--- src/ptb_pkg.sv ---
// ptb_pkg: shared constants, codes and types of the periodic timer bank.
// Used by ptb_divider, ptb_engine and periodic_timer_bank_top.
`default_nettype none

package ptb_pkg;

    localparam int TIMER_COUNT = 16;
    localparam int IDX_W       = (TIMER_COUNT > 1) ? $clog2(TIMER_COUNT) : 1;
    localparam int CNT_W       = $clog2(TIMER_COUNT + 1);

    localparam int QUANTUM_W   = 10;
    localparam int START_W     = 27;
    localparam int ELAPSED_W   = 16;
    localparam int PERIOD_W    = 20;
    localparam int COUNT_W     = 22;
    localparam int CLOCK_W     = 32;
    localparam int INDEX_W     = 6;
    localparam int STATUS_W    = 2;
    localparam int CFG_INDEX_W = 1;
    localparam int CFG_DATA_W  = 27;

    localparam logic [PERIOD_W-1:0] PERIOD_MAX = '1;

    localparam int NEAR_LIMIT = 10000;
    localparam int MINDIFF_W  = 14;
    localparam int NEAR_SHIFT = 4;

    localparam int MAX_RESULTS = 16;
    localparam int K_W         = $clog2(MAX_RESULTS + 1);

    localparam int DIV_NUM_W  = 22;
    localparam int DIV_DEN_W  = 20;
    localparam int DIV_CYCLES = DIV_NUM_W / 2;
    localparam int DIV_CNT_W  = $clog2(DIV_CYCLES);
    localparam int PROD_W     = 32;

    localparam logic OP_TICK     = 1'b0;
    localparam logic OP_REGISTER = 1'b1;

    localparam logic KIND_TICK = 1'b0;
    localparam logic KIND_REG  = 1'b1;

    localparam logic [STATUS_W-1:0] ST_NEW    = 2'd0;
    localparam logic [STATUS_W-1:0] ST_REUSED = 2'd1;
    localparam logic [STATUS_W-1:0] ST_NONE   = 2'd2;

    localparam logic [CFG_INDEX_W-1:0] CFG_QUANTUM = 1'b0;
    localparam logic [CFG_INDEX_W-1:0] CFG_START   = 1'b1;

    typedef enum logic [3:0] {
        S_IDLE,
        S_TICK_EV,
        S_TICK_END,
        S_REG_START,
        S_DIV_RND,
        S_FIX,
        S_SRCH_EV,
        S_DECIDE,
        S_DIV_MOD,
        S_REG_EMIT
    } state_t;

    typedef struct packed {
        logic                 opcode;
        logic [ELAPSED_W-1:0] elapsed_ms;
        logic [PERIOD_W-1:0]  period_ms;
        logic [PERIOD_W-1:0]  initial_phase;
    } item_t;

    typedef struct packed {
        logic                valid;
        logic                kind;
        logic                fired;
        logic [INDEX_W-1:0]  timer_index;
        logic [STATUS_W-1:0] status;
        logic [PERIOD_W-1:0] period;
        logic [CLOCK_W-1:0]  clock;
        logic                last;
    } res_t;

endpackage

`default_nettype wire

--- src/ptb_divider.sv ---
// ptb_divider: restoring divider, two quotient bits per cycle.
// Depends on ptb_pkg for widths.
`default_nettype none

module ptb_divider (
    input  wire logic                           clk,
    input  wire logic                           rst_n,
    input  wire logic                           start,
    input  wire logic [ptb_pkg::DIV_NUM_W-1:0]  num_in,
    input  wire logic [ptb_pkg::DIV_DEN_W-1:0]  den_in,
    output logic                                done,
    output logic [ptb_pkg::DIV_NUM_W-1:0]       quot,
    output logic [ptb_pkg::DIV_DEN_W-1:0]       rem
);

    logic                           active_reg;
    logic                           done_reg;
    logic [ptb_pkg::DIV_CNT_W-1:0]  step_reg;
    logic [ptb_pkg::DIV_NUM_W-1:0]  num_reg;
    logic [ptb_pkg::DIV_DEN_W-1:0]  rem_reg;
    logic [ptb_pkg::DIV_DEN_W-1:0]  den_reg;
    logic [ptb_pkg::DIV_NUM_W-1:0]  num_next;
    logic [ptb_pkg::DIV_DEN_W-1:0]  rem_next;

    always_comb
    begin
        logic [ptb_pkg::DIV_DEN_W:0] trial;
        rem_next = rem_reg;
        num_next = num_reg;
        for (int s = 0; s < 2; s++)
        begin
            trial    = {rem_next, num_next[ptb_pkg::DIV_NUM_W-1]};
            num_next = {num_next[ptb_pkg::DIV_NUM_W-2:0], 1'b0};
            if (trial >= {1'b0, den_reg})
            begin
                rem_next    = ptb_pkg::DIV_DEN_W'(trial - {1'b0, den_reg});
                num_next[0] = 1'b1;
            end
            else
            begin
                rem_next = trial[ptb_pkg::DIV_DEN_W-1:0];
            end
        end
    end

    always_ff @(posedge clk or negedge rst_n)
    begin
        if (!rst_n)
        begin
            active_reg <= 1'b0;
            done_reg   <= 1'b0;
            step_reg   <= '0;
        end
        else
        begin
            done_reg <= 1'b0;
            if (start)
            begin
                active_reg <= 1'b1;
                step_reg   <= '0;
            end
            else if (active_reg)
            begin
                step_reg <= step_reg + ptb_pkg::DIV_CNT_W'(1);
                if (step_reg == ptb_pkg::DIV_CNT_W'(ptb_pkg::DIV_CYCLES - 1))
                begin
                    active_reg <= 1'b0;
                    done_reg   <= 1'b1;
                end
            end
        end
    end

    always_ff @(posedge clk)
    begin
        if (start)
        begin
            num_reg <= num_in;
            rem_reg <= '0;
            den_reg <= den_in;
        end
        else if (active_reg)
        begin
            num_reg <= num_next;
            rem_reg <= rem_next;
        end
    end

    assign done = done_reg;
    assign quot = num_reg;
    assign rem  = rem_reg;

endmodule

`default_nettype wire

--- src/ptb_engine.sv ---
// ptb_engine: timer memories and the sequencer that walks them for ticks
// and registrations. Depends on ptb_pkg and ptb_divider.
`default_nettype none

module ptb_engine (
    input  wire logic                           clk,
    input  wire logic                           rst_n,
    input  wire ptb_pkg::item_t                 item,
    input  wire logic                           item_accept,
    output logic                                busy,
    input  wire logic [ptb_pkg::QUANTUM_W-1:0]  quantum,
    input  wire logic [ptb_pkg::START_W-1:0]    start_time,
    output ptb_pkg::res_t                       res,
    input  wire logic                           res_ready
);

    logic [ptb_pkg::PERIOD_W-1:0] period_mem [ptb_pkg::TIMER_COUNT];
    logic [ptb_pkg::COUNT_W-1:0]  count_mem  [ptb_pkg::TIMER_COUNT];

    ptb_pkg::state_t state_reg, state_next;

    logic [ptb_pkg::CNT_W-1:0]     cnt_reg, cnt_next;
    logic [ptb_pkg::IDX_W-1:0]     idx_reg, idx_next;
    logic [ptb_pkg::CLOCK_W-1:0]   total_reg, total_next;
    logic [ptb_pkg::ELAPSED_W-1:0] el_reg, el_next;
    logic [ptb_pkg::PERIOD_W-1:0]  p_reg, p_next;
    logic [ptb_pkg::PERIOD_W-1:0]  phase_reg, phase_next;
    logic [ptb_pkg::PROD_W-1:0]    prod_reg, prod_next;
    logic [ptb_pkg::PERIOD_W-1:0]  r_reg, r_next;
    logic [ptb_pkg::MINDIFF_W-1:0] mindiff_reg, mindiff_next;
    logic [ptb_pkg::IDX_W-1:0]     best_reg, best_next;
    logic                          found_reg, found_next;
    logic [ptb_pkg::K_W-1:0]       k_reg, k_next;
    logic                          pend_valid_reg, pend_valid_next;
    logic [ptb_pkg::IDX_W-1:0]     pend_idx_reg, pend_idx_next;
    logic [ptb_pkg::PERIOD_W-1:0]  pend_period_reg, pend_period_next;
    logic [ptb_pkg::IDX_W-1:0]     ans_idx_reg, ans_idx_next;
    logic [ptb_pkg::STATUS_W-1:0]  ans_status_reg, ans_status_next;

    logic [ptb_pkg::PERIOD_W-1:0]  period_rd_reg;
    logic [ptb_pkg::COUNT_W-1:0]   count_rd_reg;

    logic                          rd_en;
    logic [ptb_pkg::IDX_W-1:0]     rd_addr;
    logic                          pmem_we;
    logic                          cmem_we;
    logic [ptb_pkg::IDX_W-1:0]     wr_addr;
    logic [ptb_pkg::PERIOD_W-1:0]  pmem_wd;
    logic [ptb_pkg::COUNT_W-1:0]   cmem_wd;

    logic                           div_start;
    logic [ptb_pkg::DIV_NUM_W-1:0]  div_num;
    logic [ptb_pkg::DIV_DEN_W-1:0]  div_den;
    logic                           div_done;
    logic [ptb_pkg::DIV_NUM_W-1:0]  div_quot;
    logic [ptb_pkg::DIV_DEN_W-1:0]  div_rem;

    logic [ptb_pkg::QUANTUM_W-1:0] q_eff;
    logic [ptb_pkg::CLOCK_W-1:0]   clock_now;
    logic                          last_idx;
    logic                          full;
    logic [ptb_pkg::COUNT_W-1:0]   cdiff;
    logic                          neg;
    logic                          report;
    logic                          tick_block;
    logic [ptb_pkg::PERIOD_W-1:0]  pdiff;
    logic                          closer;
    logic                          near;
    logic                          reuse;
    logic [ptb_pkg::PROD_W-1:0]    mul_a;
    logic [ptb_pkg::PROD_W-1:0]    mul_b;
    logic [ptb_pkg::PERIOD_W-1:0]  r_fix;
    logic [ptb_pkg::IDX_W-1:0]     idx_inc;

    ptb_divider u_div (
        .clk    (clk),
        .rst_n  (rst_n),
        .start  (div_start),
        .num_in (div_num),
        .den_in (div_den),
        .done   (div_done),
        .quot   (div_quot),
        .rem    (div_rem)
    );

    assign q_eff     = (quantum == '0) ? ptb_pkg::QUANTUM_W'(1) : quantum;
    assign clock_now = ptb_pkg::CLOCK_W'(start_time) + total_reg;
    assign last_idx  = (ptb_pkg::CNT_W'(idx_reg) + ptb_pkg::CNT_W'(1)) == cnt_reg;
    assign idx_inc   = idx_reg + ptb_pkg::IDX_W'(1);
    assign full      = cnt_reg == ptb_pkg::CNT_W'(ptb_pkg::TIMER_COUNT);

    // stored counters stay below 2^20, so the sign bit of the difference is exact
    assign cdiff      = count_rd_reg - ptb_pkg::COUNT_W'(el_reg);
    assign neg        = cdiff[ptb_pkg::COUNT_W-1];
    assign report     = neg && (k_reg < ptb_pkg::K_W'(ptb_pkg::MAX_RESULTS));
    assign tick_block = report && pend_valid_reg && !res_ready;

    assign pdiff  = (r_reg > period_rd_reg) ? (r_reg - period_rd_reg)
                                            : (period_rd_reg - r_reg);
    assign closer = pdiff < ptb_pkg::PERIOD_W'(mindiff_reg);
    assign near   = (ptb_pkg::PERIOD_W'(mindiff_reg) << ptb_pkg::NEAR_SHIFT) < r_reg;
    assign reuse  = found_reg && (near || full);

    assign mul_a = ptb_pkg::PROD_W'(div_quot);
    assign mul_b = ptb_pkg::PROD_W'(q_eff);

    always_comb
    begin
        if (prod_reg == '0)
            r_fix = ptb_pkg::PERIOD_W'(q_eff);
        else if (prod_reg > ptb_pkg::PROD_W'(ptb_pkg::PERIOD_MAX))
            r_fix = ptb_pkg::PERIOD_W'(prod_reg - ptb_pkg::PROD_W'(q_eff));
        else
            r_fix = prod_reg[ptb_pkg::PERIOD_W-1:0];
    end

    // next state
    always_comb
    begin
        state_next = state_reg;
        case (state_reg)
            ptb_pkg::S_IDLE:
            begin
                if (item_accept)
                begin
                    if (item.opcode == ptb_pkg::OP_REGISTER)
                        state_next = ptb_pkg::S_REG_START;
                    else if (cnt_reg == '0)
                        state_next = ptb_pkg::S_TICK_END;
                    else
                        state_next = ptb_pkg::S_TICK_EV;
                end
            end
            ptb_pkg::S_TICK_EV:
            begin
                if (!tick_block && last_idx)
                    state_next = ptb_pkg::S_TICK_END;
            end
            ptb_pkg::S_TICK_END:
            begin
                if (res_ready)
                    state_next = ptb_pkg::S_IDLE;
            end
            ptb_pkg::S_REG_START:
            begin
                state_next = ptb_pkg::S_DIV_RND;
            end
            ptb_pkg::S_DIV_RND:
            begin
                if (div_done)
                    state_next = ptb_pkg::S_FIX;
            end
            ptb_pkg::S_FIX:
            begin
                if (cnt_reg == '0)
                    state_next = ptb_pkg::S_DECIDE;
                else
                    state_next = ptb_pkg::S_SRCH_EV;
            end
            ptb_pkg::S_SRCH_EV:
            begin
                if (last_idx)
                    state_next = ptb_pkg::S_DECIDE;
            end
            ptb_pkg::S_DECIDE:
            begin
                if (reuse || full)
                    state_next = ptb_pkg::S_REG_EMIT;
                else
                    state_next = ptb_pkg::S_DIV_MOD;
            end
            ptb_pkg::S_DIV_MOD:
            begin
                if (div_done)
                    state_next = ptb_pkg::S_REG_EMIT;
            end
            ptb_pkg::S_REG_EMIT:
            begin
                if (res_ready)
                    state_next = ptb_pkg::S_IDLE;
            end
            default:
            begin
                state_next = ptb_pkg::S_IDLE;
            end
        endcase
    end

    // datapath and outputs
    always_comb
    begin
        cnt_next         = cnt_reg;
        idx_next         = idx_reg;
        total_next       = total_reg;
        el_next          = el_reg;
        p_next           = p_reg;
        phase_next       = phase_reg;
        prod_next        = prod_reg;
        r_next           = r_reg;
        mindiff_next     = mindiff_reg;
        best_next        = best_reg;
        found_next       = found_reg;
        k_next           = k_reg;
        pend_valid_next  = pend_valid_reg;
        pend_idx_next    = pend_idx_reg;
        pend_period_next = pend_period_reg;
        ans_idx_next     = ans_idx_reg;
        ans_status_next  = ans_status_reg;

        rd_en     = 1'b0;
        rd_addr   = '0;
        pmem_we   = 1'b0;
        cmem_we   = 1'b0;
        wr_addr   = idx_reg;
        pmem_wd   = r_reg;
        cmem_wd   = cdiff;
        div_start = 1'b0;
        div_num   = '0;
        div_den   = '0;

        res        = '0;
        res.kind   = ptb_pkg::KIND_TICK;
        res.status = ptb_pkg::ST_NEW;
        res.clock  = clock_now;

        case (state_reg)
            ptb_pkg::S_IDLE:
            begin
                if (item_accept)
                begin
                    el_next         = item.elapsed_ms;
                    p_next          = item.period_ms;
                    phase_next      = item.initial_phase;
                    k_next          = '0;
                    pend_valid_next = 1'b0;
                    idx_next        = '0;
                    found_next      = 1'b0;
                    best_next       = '0;
                    mindiff_next    = ptb_pkg::MINDIFF_W'(ptb_pkg::NEAR_LIMIT);
                    if (item.opcode == ptb_pkg::OP_TICK)
                    begin
                        total_next = total_reg + ptb_pkg::CLOCK_W'(item.elapsed_ms);
                        rd_en      = 1'b1;
                    end
                end
            end
            ptb_pkg::S_TICK_EV:
            begin
                if (!tick_block)
                begin
                    cmem_we = 1'b1;
                    cmem_wd = neg ? ptb_pkg::COUNT_W'(period_rd_reg) : cdiff;
                    if (report)
                    begin
                        // previous expiry goes out, this one is held until the next expiry or the end word
                        k_next           = k_reg + ptb_pkg::K_W'(1);
                        pend_valid_next  = 1'b1;
                        pend_idx_next    = idx_reg;
                        pend_period_next = period_rd_reg;
                        if (pend_valid_reg)
                        begin
                            res.valid       = 1'b1;
                            res.fired       = 1'b1;
                            res.timer_index = ptb_pkg::INDEX_W'(pend_idx_reg);
                            res.period      = pend_period_reg;
                        end
                    end
                    if (!last_idx)
                    begin
                        rd_en    = 1'b1;
                        rd_addr  = idx_inc;
                        idx_next = idx_inc;
                    end
                end
            end
            ptb_pkg::S_TICK_END:
            begin
                res.valid = 1'b1;
                res.last  = 1'b1;
                if (pend_valid_reg)
                begin
                    res.fired       = 1'b1;
                    res.timer_index = ptb_pkg::INDEX_W'(pend_idx_reg);
                    res.period      = pend_period_reg;
                end
            end
            ptb_pkg::S_REG_START:
            begin
                div_start = 1'b1;
                div_num   = ptb_pkg::DIV_NUM_W'(p_reg) + ptb_pkg::DIV_NUM_W'(q_eff >> 1);
                div_den   = ptb_pkg::DIV_DEN_W'(q_eff);
            end
            ptb_pkg::S_DIV_RND:
            begin
                if (div_done)
                    prod_next = mul_a * mul_b;
            end
            ptb_pkg::S_FIX:
            begin
                r_next   = r_fix;
                rd_en    = 1'b1;
                idx_next = '0;
            end
            ptb_pkg::S_SRCH_EV:
            begin
                if (closer)
                begin
                    mindiff_next = ptb_pkg::MINDIFF_W'(pdiff);
                    best_next    = idx_reg;
                    found_next   = 1'b1;
                end
                if (!last_idx)
                begin
                    rd_en    = 1'b1;
                    rd_addr  = idx_inc;
                    idx_next = idx_inc;
                end
            end
            ptb_pkg::S_DECIDE:
            begin
                if (reuse)
                begin
                    ans_idx_next    = best_reg;
                    ans_status_next = ptb_pkg::ST_REUSED;
                end
                else if (full)
                begin
                    ans_idx_next    = '0;
                    ans_status_next = ptb_pkg::ST_NONE;
                end
                else
                begin
                    div_start = 1'b1;
                    div_num   = ptb_pkg::DIV_NUM_W'(phase_reg);
                    div_den   = r_reg;
                end
            end
            ptb_pkg::S_DIV_MOD:
            begin
                if (div_done)
                begin
                    pmem_we         = 1'b1;
                    cmem_we         = 1'b1;
                    wr_addr         = cnt_reg[ptb_pkg::IDX_W-1:0];
                    pmem_wd         = r_reg;
                    cmem_wd         = ptb_pkg::COUNT_W'(div_rem);
                    cnt_next        = cnt_reg + ptb_pkg::CNT_W'(1);
                    ans_idx_next    = cnt_reg[ptb_pkg::IDX_W-1:0];
                    ans_status_next = ptb_pkg::ST_NEW;
                end
            end
            ptb_pkg::S_REG_EMIT:
            begin
                res.valid       = 1'b1;
                res.kind        = ptb_pkg::KIND_REG;
                res.timer_index = ptb_pkg::INDEX_W'(ans_idx_reg);
                res.status      = ans_status_reg;
                res.period      = r_reg;
                res.last        = 1'b1;
            end
            default:
            begin
                res.valid = 1'b0;
            end
        endcase
    end

    assign busy = state_reg != ptb_pkg::S_IDLE;

    always_ff @(posedge clk)
    begin
        if (pmem_we)
            period_mem[wr_addr] <= pmem_wd;
        if (rd_en)
            period_rd_reg <= period_mem[rd_addr];
    end

    always_ff @(posedge clk)
    begin
        if (cmem_we)
            count_mem[wr_addr] <= cmem_wd;
        if (rd_en)
            count_rd_reg <= count_mem[rd_addr];
    end

    always_ff @(posedge clk or negedge rst_n)
    begin
        if (!rst_n)
        begin
            state_reg      <= ptb_pkg::S_IDLE;
            cnt_reg        <= '0;
            total_reg      <= '0;
            k_reg          <= '0;
            pend_valid_reg <= 1'b0;
            found_reg      <= 1'b0;
        end
        else
        begin
            state_reg      <= state_next;
            cnt_reg        <= cnt_next;
            total_reg      <= total_next;
            k_reg          <= k_next;
            pend_valid_reg <= pend_valid_next;
            found_reg      <= found_next;
        end
    end

    always_ff @(posedge clk)
    begin
        idx_reg         <= idx_next;
        el_reg          <= el_next;
        p_reg           <= p_next;
        phase_reg       <= phase_next;
        prod_reg        <= prod_next;
        r_reg           <= r_next;
        mindiff_reg     <= mindiff_next;
        best_reg        <= best_next;
        pend_idx_reg    <= pend_idx_next;
        pend_period_reg <= pend_period_next;
        ans_idx_reg     <= ans_idx_next;
        ans_status_reg  <= ans_status_next;
    end

endmodule

`default_nettype wire

--- src/periodic_timer_bank_top.sv ---
// periodic_timer_bank_top: ports, configuration registers and output register.
// Depends on ptb_pkg and ptb_engine.
//
//   channel | handshake             | words
//   --------+-----------------------+-----------------------------------------------
//   in      | in_valid / in_stall   | opcode, elapsed_ms, period_ms, initial_phase
//   out     | out_valid / out_stall | kind, fired, timer_index, status,
//           |                       | rounded_period_ms, clock_ms, last
//   cfg     | cfg_valid / cfg_ready | cfg_index, cfg_data
//
// Tick: one memory read-modify-write per timer in use, then the end word.
// Register: a rounding divide and a search over the timers, then the answer on reuse or
// refusal; when a new timer is made, a second divide for the phase modulo comes first.
// One item in flight; in_stall is high until the last word has entered the output
// register. Output stalls hold the walk only when a word is waiting to go out.
// Reset clears the timer count and running clock; no memory clearing pass.
`default_nettype none

module periodic_timer_bank_top (
    input  wire logic                              clk,
    input  wire logic                              rst_n,
    input  wire logic                              in_valid,
    output logic                                   in_stall,
    input  wire logic                              opcode,
    input  wire logic [ptb_pkg::ELAPSED_W-1:0]     elapsed_ms,
    input  wire logic [ptb_pkg::PERIOD_W-1:0]      period_ms,
    input  wire logic [ptb_pkg::PERIOD_W-1:0]      initial_phase,
    output logic                                   out_valid,
    input  wire logic                              out_stall,
    output logic                                   kind,
    output logic                                   fired,
    output logic [ptb_pkg::INDEX_W-1:0]            timer_index,
    output logic [ptb_pkg::STATUS_W-1:0]           status,
    output logic [ptb_pkg::PERIOD_W-1:0]           rounded_period_ms,
    output logic [ptb_pkg::CLOCK_W-1:0]            clock_ms,
    output logic                                   last,
    input  wire logic                              cfg_valid,
    output logic                                   cfg_ready,
    input  wire logic [ptb_pkg::CFG_INDEX_W-1:0]   cfg_index,
    input  wire logic [ptb_pkg::CFG_DATA_W-1:0]    cfg_data
);

    logic [ptb_pkg::QUANTUM_W-1:0] quantum_reg;
    logic [ptb_pkg::START_W-1:0]   start_reg;
    logic                          out_valid_reg, out_valid_next;
    ptb_pkg::res_t                 out_word_reg;

    ptb_pkg::item_t item;
    ptb_pkg::res_t  res;
    logic           busy;
    logic           item_accept;
    logic           res_ready;

    assign item.opcode        = opcode;
    assign item.elapsed_ms    = elapsed_ms;
    assign item.period_ms     = period_ms;
    assign item.initial_phase = initial_phase;

    assign in_stall    = busy;
    assign item_accept = in_valid && !busy;
    assign res_ready   = !out_valid_reg || !out_stall;
    assign cfg_ready   = 1'b1;

    ptb_engine u_engine (
        .clk         (clk),
        .rst_n       (rst_n),
        .item        (item),
        .item_accept (item_accept),
        .busy        (busy),
        .quantum     (quantum_reg),
        .start_time  (start_reg),
        .res         (res),
        .res_ready   (res_ready)
    );

    always_ff @(posedge clk or negedge rst_n)
    begin
        if (!rst_n)
        begin
            quantum_reg <= ptb_pkg::QUANTUM_W'(1);
            start_reg   <= '0;
        end
        else if (cfg_valid && cfg_ready)
        begin
            case (cfg_index)
                ptb_pkg::CFG_QUANTUM: quantum_reg <= cfg_data[ptb_pkg::QUANTUM_W-1:0];
                ptb_pkg::CFG_START:   start_reg   <= cfg_data[ptb_pkg::START_W-1:0];
                default:              quantum_reg <= quantum_reg;
            endcase
        end
    end

    always_comb
    begin
        out_valid_next = out_valid_reg;
        if (res.valid && res_ready)
            out_valid_next = 1'b1;
        else if (!out_stall)
            out_valid_next = 1'b0;
    end

    always_ff @(posedge clk or negedge rst_n)
    begin
        if (!rst_n)
            out_valid_reg <= 1'b0;
        else
            out_valid_reg <= out_valid_next;
    end

    always_ff @(posedge clk)
    begin
        if (res.valid && res_ready)
            out_word_reg <= res;
    end

    assign out_valid         = out_valid_reg;
    assign kind              = out_word_reg.kind;
    assign fired             = out_word_reg.fired;
    assign timer_index       = out_word_reg.timer_index;
    assign status            = out_word_reg.status;
    assign rounded_period_ms = out_word_reg.period;
    assign clock_ms          = out_word_reg.clock;
    assign last              = out_word_reg.last;

endmodule

`default_nettype wire

--- config.mk ---
export PLATFORM = sky130hd
export DESIGN_NAME = periodic_timer_bank_top
export DESIGN_NICKNAME = d
export VERILOG_FILES = /design/src/ptb_pkg.sv /design/src/ptb_divider.sv /design/src/ptb_engine.sv /design/src/periodic_timer_bank_top.sv
export SDC_FILE = /design/constraint.sdc
export NUM_CORES = 2
export LEC_CHECK = 0
export ABC_AREA = 1
export BUFFER_PORTS_ARGS = -buffer_cell sky130_fd_sc_hd__buf_4
export CAP_MARGIN = 30
export CORE_ASPECT_RATIO = 1.25
export CORE_MARGIN = 8
export CORE_UTILIZATION = 64
export CTS_CLUSTER_SIZE = 28
export DETAILED_ROUTE_END_ITERATION = 8
export PLACE_DENSITY = 0.91
export SLEW_MARGIN = 20
export SYNTH_ARGS = -nofsm -noshare
export SYNTH_HDL_FRONTEND = slang
export SYNTH_SLANG_ARGS = --single-unit
--- constraint.sdc ---
create_clock -name clk -period 7.4 [get_ports clk]
set_input_delay 0.37 -clock clk [delete_from_list [all_inputs] [get_ports clk]]
set_output_delay 0.37 -clock clk [all_outputs]
set_load 0.01 [all_outputs]
== Word-level counts from Yosys, hierarchy flattened ==
Memory sizes are Yosys's and may differ from the RTL's. A register that Yosys moved wholly into a read port is not among the register bits.
Index checks and enable logic that the tools add are counted.

* $add $sub $neg: 14
* $mul: 1
* Magnitude comparators: 7
* Eq/ne operators: 23
* Mux-type cells: 104
* Bitwise operators: 3
* Reduce and logical (&&, ||, !) cells: 38

{| class="wikitable"
|+ Operator list
! kind !! count
|-
| 2-to-1 mux 20 bit || 10
|-
| 2-to-1 mux 22 bit || 5
|-
| one-hot mux 22 bit (2 select lines) || 2
|-
| 2-to-1 mux 4 bit || 20
|-
| subtractor 20 bit || 4
|-
| one-hot mux 20 bit (3 select lines) || 1
|-
| greater-or-equal comparator 21 x 20 -> 1 bit || 2
|-
| one-hot mux 20 bit (2 select lines) || 1
|-
| one-hot mux 4 bit (9 select lines) || 1
|-
| 2-to-1 mux 1 bit || 34
|-
| adder 27 x 32 -> 32 bit || 1
|-
| adder 32 x 16 -> 32 bit || 1
|-
| greater-than comparator 32 x 20 -> 1 bit (second input constant) || 1
|-
| zero test 32 bit || 1
|-
| multiplier 22 x 10 -> 32 bit || 1
|-
| 2-to-1 mux 14 bit || 2
|-
| one-hot mux 14 bit (2 select lines) || 1
|-
| one-hot mux 4 bit (2 select lines) || 3
|-
| subtractor 22 x 16 -> 22 bit || 1
|-
| adder 20 x 9 -> 21 bit || 1
|-
| 2-to-1 mux 21 bit || 1
|-
| 2-to-1 mux 7 bit || 3
|-
| greater-than comparator 20 bit || 1
|-
| less-than comparator 18 x 20 -> 1 bit || 1
|-
| other kinds (38) || 91
|}

* Flip-flop bits (word level): 377
* Memory bits (writable): 672
* Bits of input ports: 90
* Output and inout port bits: 66
* Word-level logic and storage cells: 227
* Memories kept: 2

{| class="wikitable"
|+ Memories
! name !! words !! bits a word !! rd ports !! clocked after memory_dff !! write ports !! line !! source
|-
| u_engine.count_mem || 16 || 22 || 1 || 1 || 1 || ptb_engine.sv:18 || <nowiki>logic [ptb_pkg::COUNT_W-1:0] count_mem [ptb_pkg::TIMER_COUNT];</nowiki>
|-
| u_engine.period_mem || 16 || 20 || 1 || 1 || 1 || ptb_engine.sv:17 || <nowiki>logic [ptb_pkg::PERIOD_W-1:0] period_mem [ptb_pkg::TIMER_COUNT];</nowiki>
|}

== Depth between registers and ports, before layout ==
* Word-level depth: 8
* Mapped depth: 32
* Mapped depth without buffers: 30

== Modules after synthesis ==
Synthesis repeated with hierarchy kept, for this count alone.

* Cells, all modules: 6763
* Area total of the unflattened synthesis: 62493.7 µm²

{| class="wikitable"
|+ By module, submodules not included
! module !! instances !! cells an instance !! area an instance (µm²) !! sequential area each (µm²)
|-
| ptb_engine || 1 || 5728 || 53598.9 || 27446.3
|-
| ptb_divider || 1 || 802 || 5457.7 || 1811.7
|-
| periodic_timer_bank_top || 1 || 233 || 3437.0 || 2844.0
|}

== Worst setup path after synthesis ==
OpenSTA, ideal clock, no wires.

* Path type: register to register
* From: register quantum_reg[4] (netlist bit)
* To: register u_engine.prod_reg[30] (netlist bit) (data pin)
* Library setup time: 0.265 ns
* Arrival: 5.172 ns
* Required time: 7.135 ns
* Path slack: 1.963 ns
* Stages on the path, launching flop included: 22
* Path buffers: 2
* Clock period less this slack: 5.437 ns
* Cells stage by stage: dfrtp_1 -> clkbuf_1 -> clkbuf_1 -> nand2_1 -> fa_1 -> inv_1 -> fa_1 -> fa_1 -> fa_1 -> inv_1 -> fa_1 -> inv_1 -> ha_1 -> a21oi_1 -> o21ai_0 -> a21oi_1 -> o21ai_0 -> a21oi_1 -> o21bai_1 -> a21boi_0 -> o21ai_0 -> xor2_1

* Word-level cells in the longest chain between the ends: 3

{| class="wikitable"
|+ Ends and longest elaborated chain
! element !! line !! source
|-
| start: declaration || periodic_timer_bank_top.sv:43 || <nowiki>logic [ptb_pkg::QUANTUM_W-1:0] quantum_reg;</nowiki>
|-
| start signal: assignment || periodic_timer_bank_top.sv:80 || <nowiki>quantum_reg <= ptb_pkg::QUANTUM_W'(1);</nowiki>
|-
| start signal: assignment || periodic_timer_bank_top.sv:86 || <nowiki>ptb_pkg::CFG_QUANTUM: quantum_reg <= cfg_data[ptb_pkg::QUANTUM_W-1:0];</nowiki>
|-
| start signal: assignment || periodic_timer_bank_top.sv:88 || <nowiki>default: quantum_reg <= quantum_reg;</nowiki>
|-
| zero test 10 bit || ptb_engine.sv:86 || <nowiki>assign q_eff = (quantum == '0) ? ptb_pkg::QUANTUM_W'(1) : quantum;</nowiki>
|-
| 2-to-1 mux 10 bit (*) || ptb_engine.sv:86 ||
|-
| multiplier 22 x 10 -> 32 bit (*) || ptb_engine.sv:296 || <nowiki>prod_next = mul_a * mul_b;</nowiki>
|-
| end signal: assignment || ptb_engine.sv:414 || <nowiki>prod_reg <= prod_next;</nowiki>
|-
| end: declaration || ptb_engine.sv:28 || <nowiki>logic [ptb_pkg::PROD_W-1:0] prod_reg, prod_next;</nowiki>
|}

Every way passes the cells marked *; elsewhere a longest branch is shown, timed or not.
A chain may end at the register's enable or synchronous reset.

== Final worst setup path ==
* From: register quantum_reg[2] (netlist bit)
* To: register u_engine.prod_reg[28] (netlist bit) (data pin)

The elaborated chain is that of the path after synthesis.

==> impl_metrics.env <==
export IMPL_netlist_area_leader_share_pct=47.7
export IMPL_ys_ff_latch=1089
export IMPL_floorplan_core_area_mm2=0.0957
export IMPL_clk_latency_ns=0.72
export IMPL_mostFrequentLayoutCell="nand2_1"
export IMPL_fp_row_count=127
export IMPL_cts_setup_buffers=0
export IMPL_yosys_most_used_dff="edfxtp_1"
export IMPL_io_buffers=152
export IMPL_hp_class="in -> reg"
export IMPL_cts_hold_buf=77
export IMPL_start_util_pct=64.3
export IMPL_cp_required_ns=7.82
export IMPL_start_kind="flop"
export IMPL_grt_start_max_net_pins=192
export IMPL_viasPerCell=6.24
export IMPL_dieArea_mm2=0.106
export IMPL_setup_violations_final=0
export IMPL_tightest_slew_ns=1.02
export IMPL_synth_warnings=0
export IMPL_clock_sinks=1089
export IMPL_slew_headroom_pct=32.2
export IMPL_r2r_cells=19
export IMPL_synthSimpleGateAreaFrac_pct=20.0
export IMPL_largest_register_ffs=352
export IMPL_grt_usage_pct=35.4
export IMPL_regMostFlops="u_engine.count_mem"
export IMPL_rsz0062_at_grt="no"
export IMPL_crit_path_end_kind="flop"
export IMPL_synth_top_family_by_area="simple AND/OR/NAND/NOR gates"
export IMPL_status="completed"
export IMPL_synth_async_reset_ratio_pct=8.45
export IMPL_dr_first_iter_drc_count=7211
export IMPL_antenna_found_initial=8
export IMPL_path_max_fanout=26
export IMPL_setup_tns_ns=0
export IMPL_syn_inst=6534
export IMPL_finalCriticalPeriod_ns=6.24
export IMPL_cts_tree="yes"
export IMPL_cts_root_buf="clkbuf_16"
export IMPL_grt_pass1_wl_um=290000
export IMPL_wire_per_inst_um=23.8
export IMPL_grt_pass1_vias=50900
export IMPL_synth_area_leaders="edfxtp_1, nand2_1, nand3_1, inv_1, fa_1"
export IMPL_dp_hpwl_um=124000
export IMPL_drc=0
export IMPL_synth_edf_count=977
export IMPL_skew_ns=0.0526
export IMPL_tritoncts_num_buffers=100
export IMPL_ctsResizeCount=0
export IMPL_io_pins=156
export IMPL_drive_above_1_share_pct=7.49
export IMPL_clockBufferDepth=3
export IMPL_synth_area_mux_share_pct=0.327
export IMPL_synth_area_leader_cell="edfxtp_1"
export IMPL_area_growth_syn_to_layout_pct=10.9
export IMPL_reg_top3="u_engine.count_mem (352), u_engine.period_mem (320)"
export IMPL_globalRouteOverflowTotal=0
export IMPL_hold_viol=0
export IMPL_synth_compound_area_share_pct=5.75
export IMPL_hold_depth=3
export IMPL_vias=50400
export IMPL_yosys_area_share_adder_pct=10.7
export IMPL_syn_area_per_cell_um2=9.42
export IMPL_synth_cell_area_mm2=0.0615
export IMPL_finalCritPeriodShare_pct=84.3
export IMPL_die_w_um=293
export IMPL_place_gp_congestion=1.08
export IMPL_synth_cell_types=59
export IMPL_final_cell_mix="nand2_1, inv_1, edfxtp_1, nand3_1, ha_1"
export IMPL_crit_type="reg -> reg"
export IMPL_max_freq_mhz=160
export IMPL_clk_pin_slew_worst_paths_ns=0.07
export IMPL_h_tree_depth=3
export IMPL_arrival_ns=6.66
export IMPL_nNetsFinal=7213
export IMPL_die_h_um=363
export IMPL_maxCapViolCount=0
export IMPL_drt_wl_total_um=193000
export IMPL_ys_seq_area_share_pct=52.1
export IMPL_finalMaxSlewViolations=0
export IMPL_drt_antenna_violating_nets=0
export IMPL_first_pass_iters=8
export IMPL_synth_xor_area_share_pct=2.46
## cell type report
class                      count  area [µm²]
fill                        6411       27400
antenna                        6        15.0
clock inverter                63         656
clock buffer                 124        2620
tap                         1290        1610
inverter                    1061        3990
sequential                  1089       32000
multi-input combinational   4107       24400
timing repair buffer         339        2920
## cell usage after synthesis (18+ instances only)
library cell     n
a21oi_1        229
buf_2           90
buf_4           23
clkbuf_1       144
dfrtp_1         91
dfxtp_1         20
edfxtp_1       977
fa_1           167
ha_1           258
inv_1         1048
nand2_1       1544
nand3_1        884
nand3b_1        50
nand4_1         39
nor2_1         281
nor3_1          27
nor4_1          18
o211ai_1        24
o21ai_0        218
o21bai_1        20
o221ai_1        26
xnor2_1         69
xor2_1         104
## cells by family (layout without fill, tap and decap cells)
logic type	count (synthesis)	in the layout
AND/OR/NAND/NOR	2867	2867
buffers and inverters	1339	1587
flip-flops	1089	1089
AO/OA/AOI/OAI	621	621
adder cells (fa/ha/maj)	425	425
XOR/XNOR	173	173
multiplexers	18	18
other	2	9
## stage by stage
step / std cells / worst slack [ns] / utilization, % / hold WS (ns) / instance area [µm²]
after global placement: 7787 / 1.28 / 66.7 / 0.393 / 63800
after global routing: 8073 / 0.823 / 71.3 / 0.0132 / 68200
final: 8079 / 1.16 / 71.3 / 0.00792 / 68200
after detailed placement: 7798 / 1.13 / 66.9 / 0.394 / 64000
after floorplan: 6535 / 1.96 / - / 0.0744 / 61500
after CTS: 8062 / 1.14 / 71.1 / 0.00147 / 68000
## routing by layer
metal | track usage, % | up-vias | part of all wire, %
li1 | - | 21900 | -
met2 | 58.2 | 3829 | 47
met4 | 26.0 | 4 | 8.5
met5 | 0 | - | 0.012
met3 | 7.41 | 952 | 11
met1 | 41.1 | 23800 | 33
## critical path, cell delays in order (launching register included)
cell      delay (ns)
dfrtp_1         0.99
nand2_1         0.20
fa_1            0.55
inv_1           0.05
fa_1            0.48
fa_1            0.45
fa_1            0.51
inv_1           0.05
fa_1            0.49
inv_1           0.05
ha_1            0.38
a21oi_1         0.21
o21ai_0         0.11
a21oi_1         0.12
o21ai_0         0.15
a21oi_1         0.29
o21bai_1        0.16
a21boi_0        0.37
o21ai_0         0.17
xor2_1          0.16
## worst paths after layout
kind                                         from                          to  slack (ns)
max                                quantum_reg[2]       u_engine.prod_reg[28]        1.16
min                                   cfg_data[8]              quantum_reg[8]       0.008
max reg2reg                        quantum_reg[2]       u_engine.prod_reg[28]        1.16
min reg2reg                u_engine.u_div.rem[18]      u_engine.u_div.rem[18]        0.50
max in group asynchronous                   rst_n  u_engine.u_div.step_reg[0]        5.91
min in group asynchronous                   rst_n               start_reg[26]        0.21
Power is not shown: default switching activity piles up to over one toggle a cycle in this logic, so the estimate is an artifact.
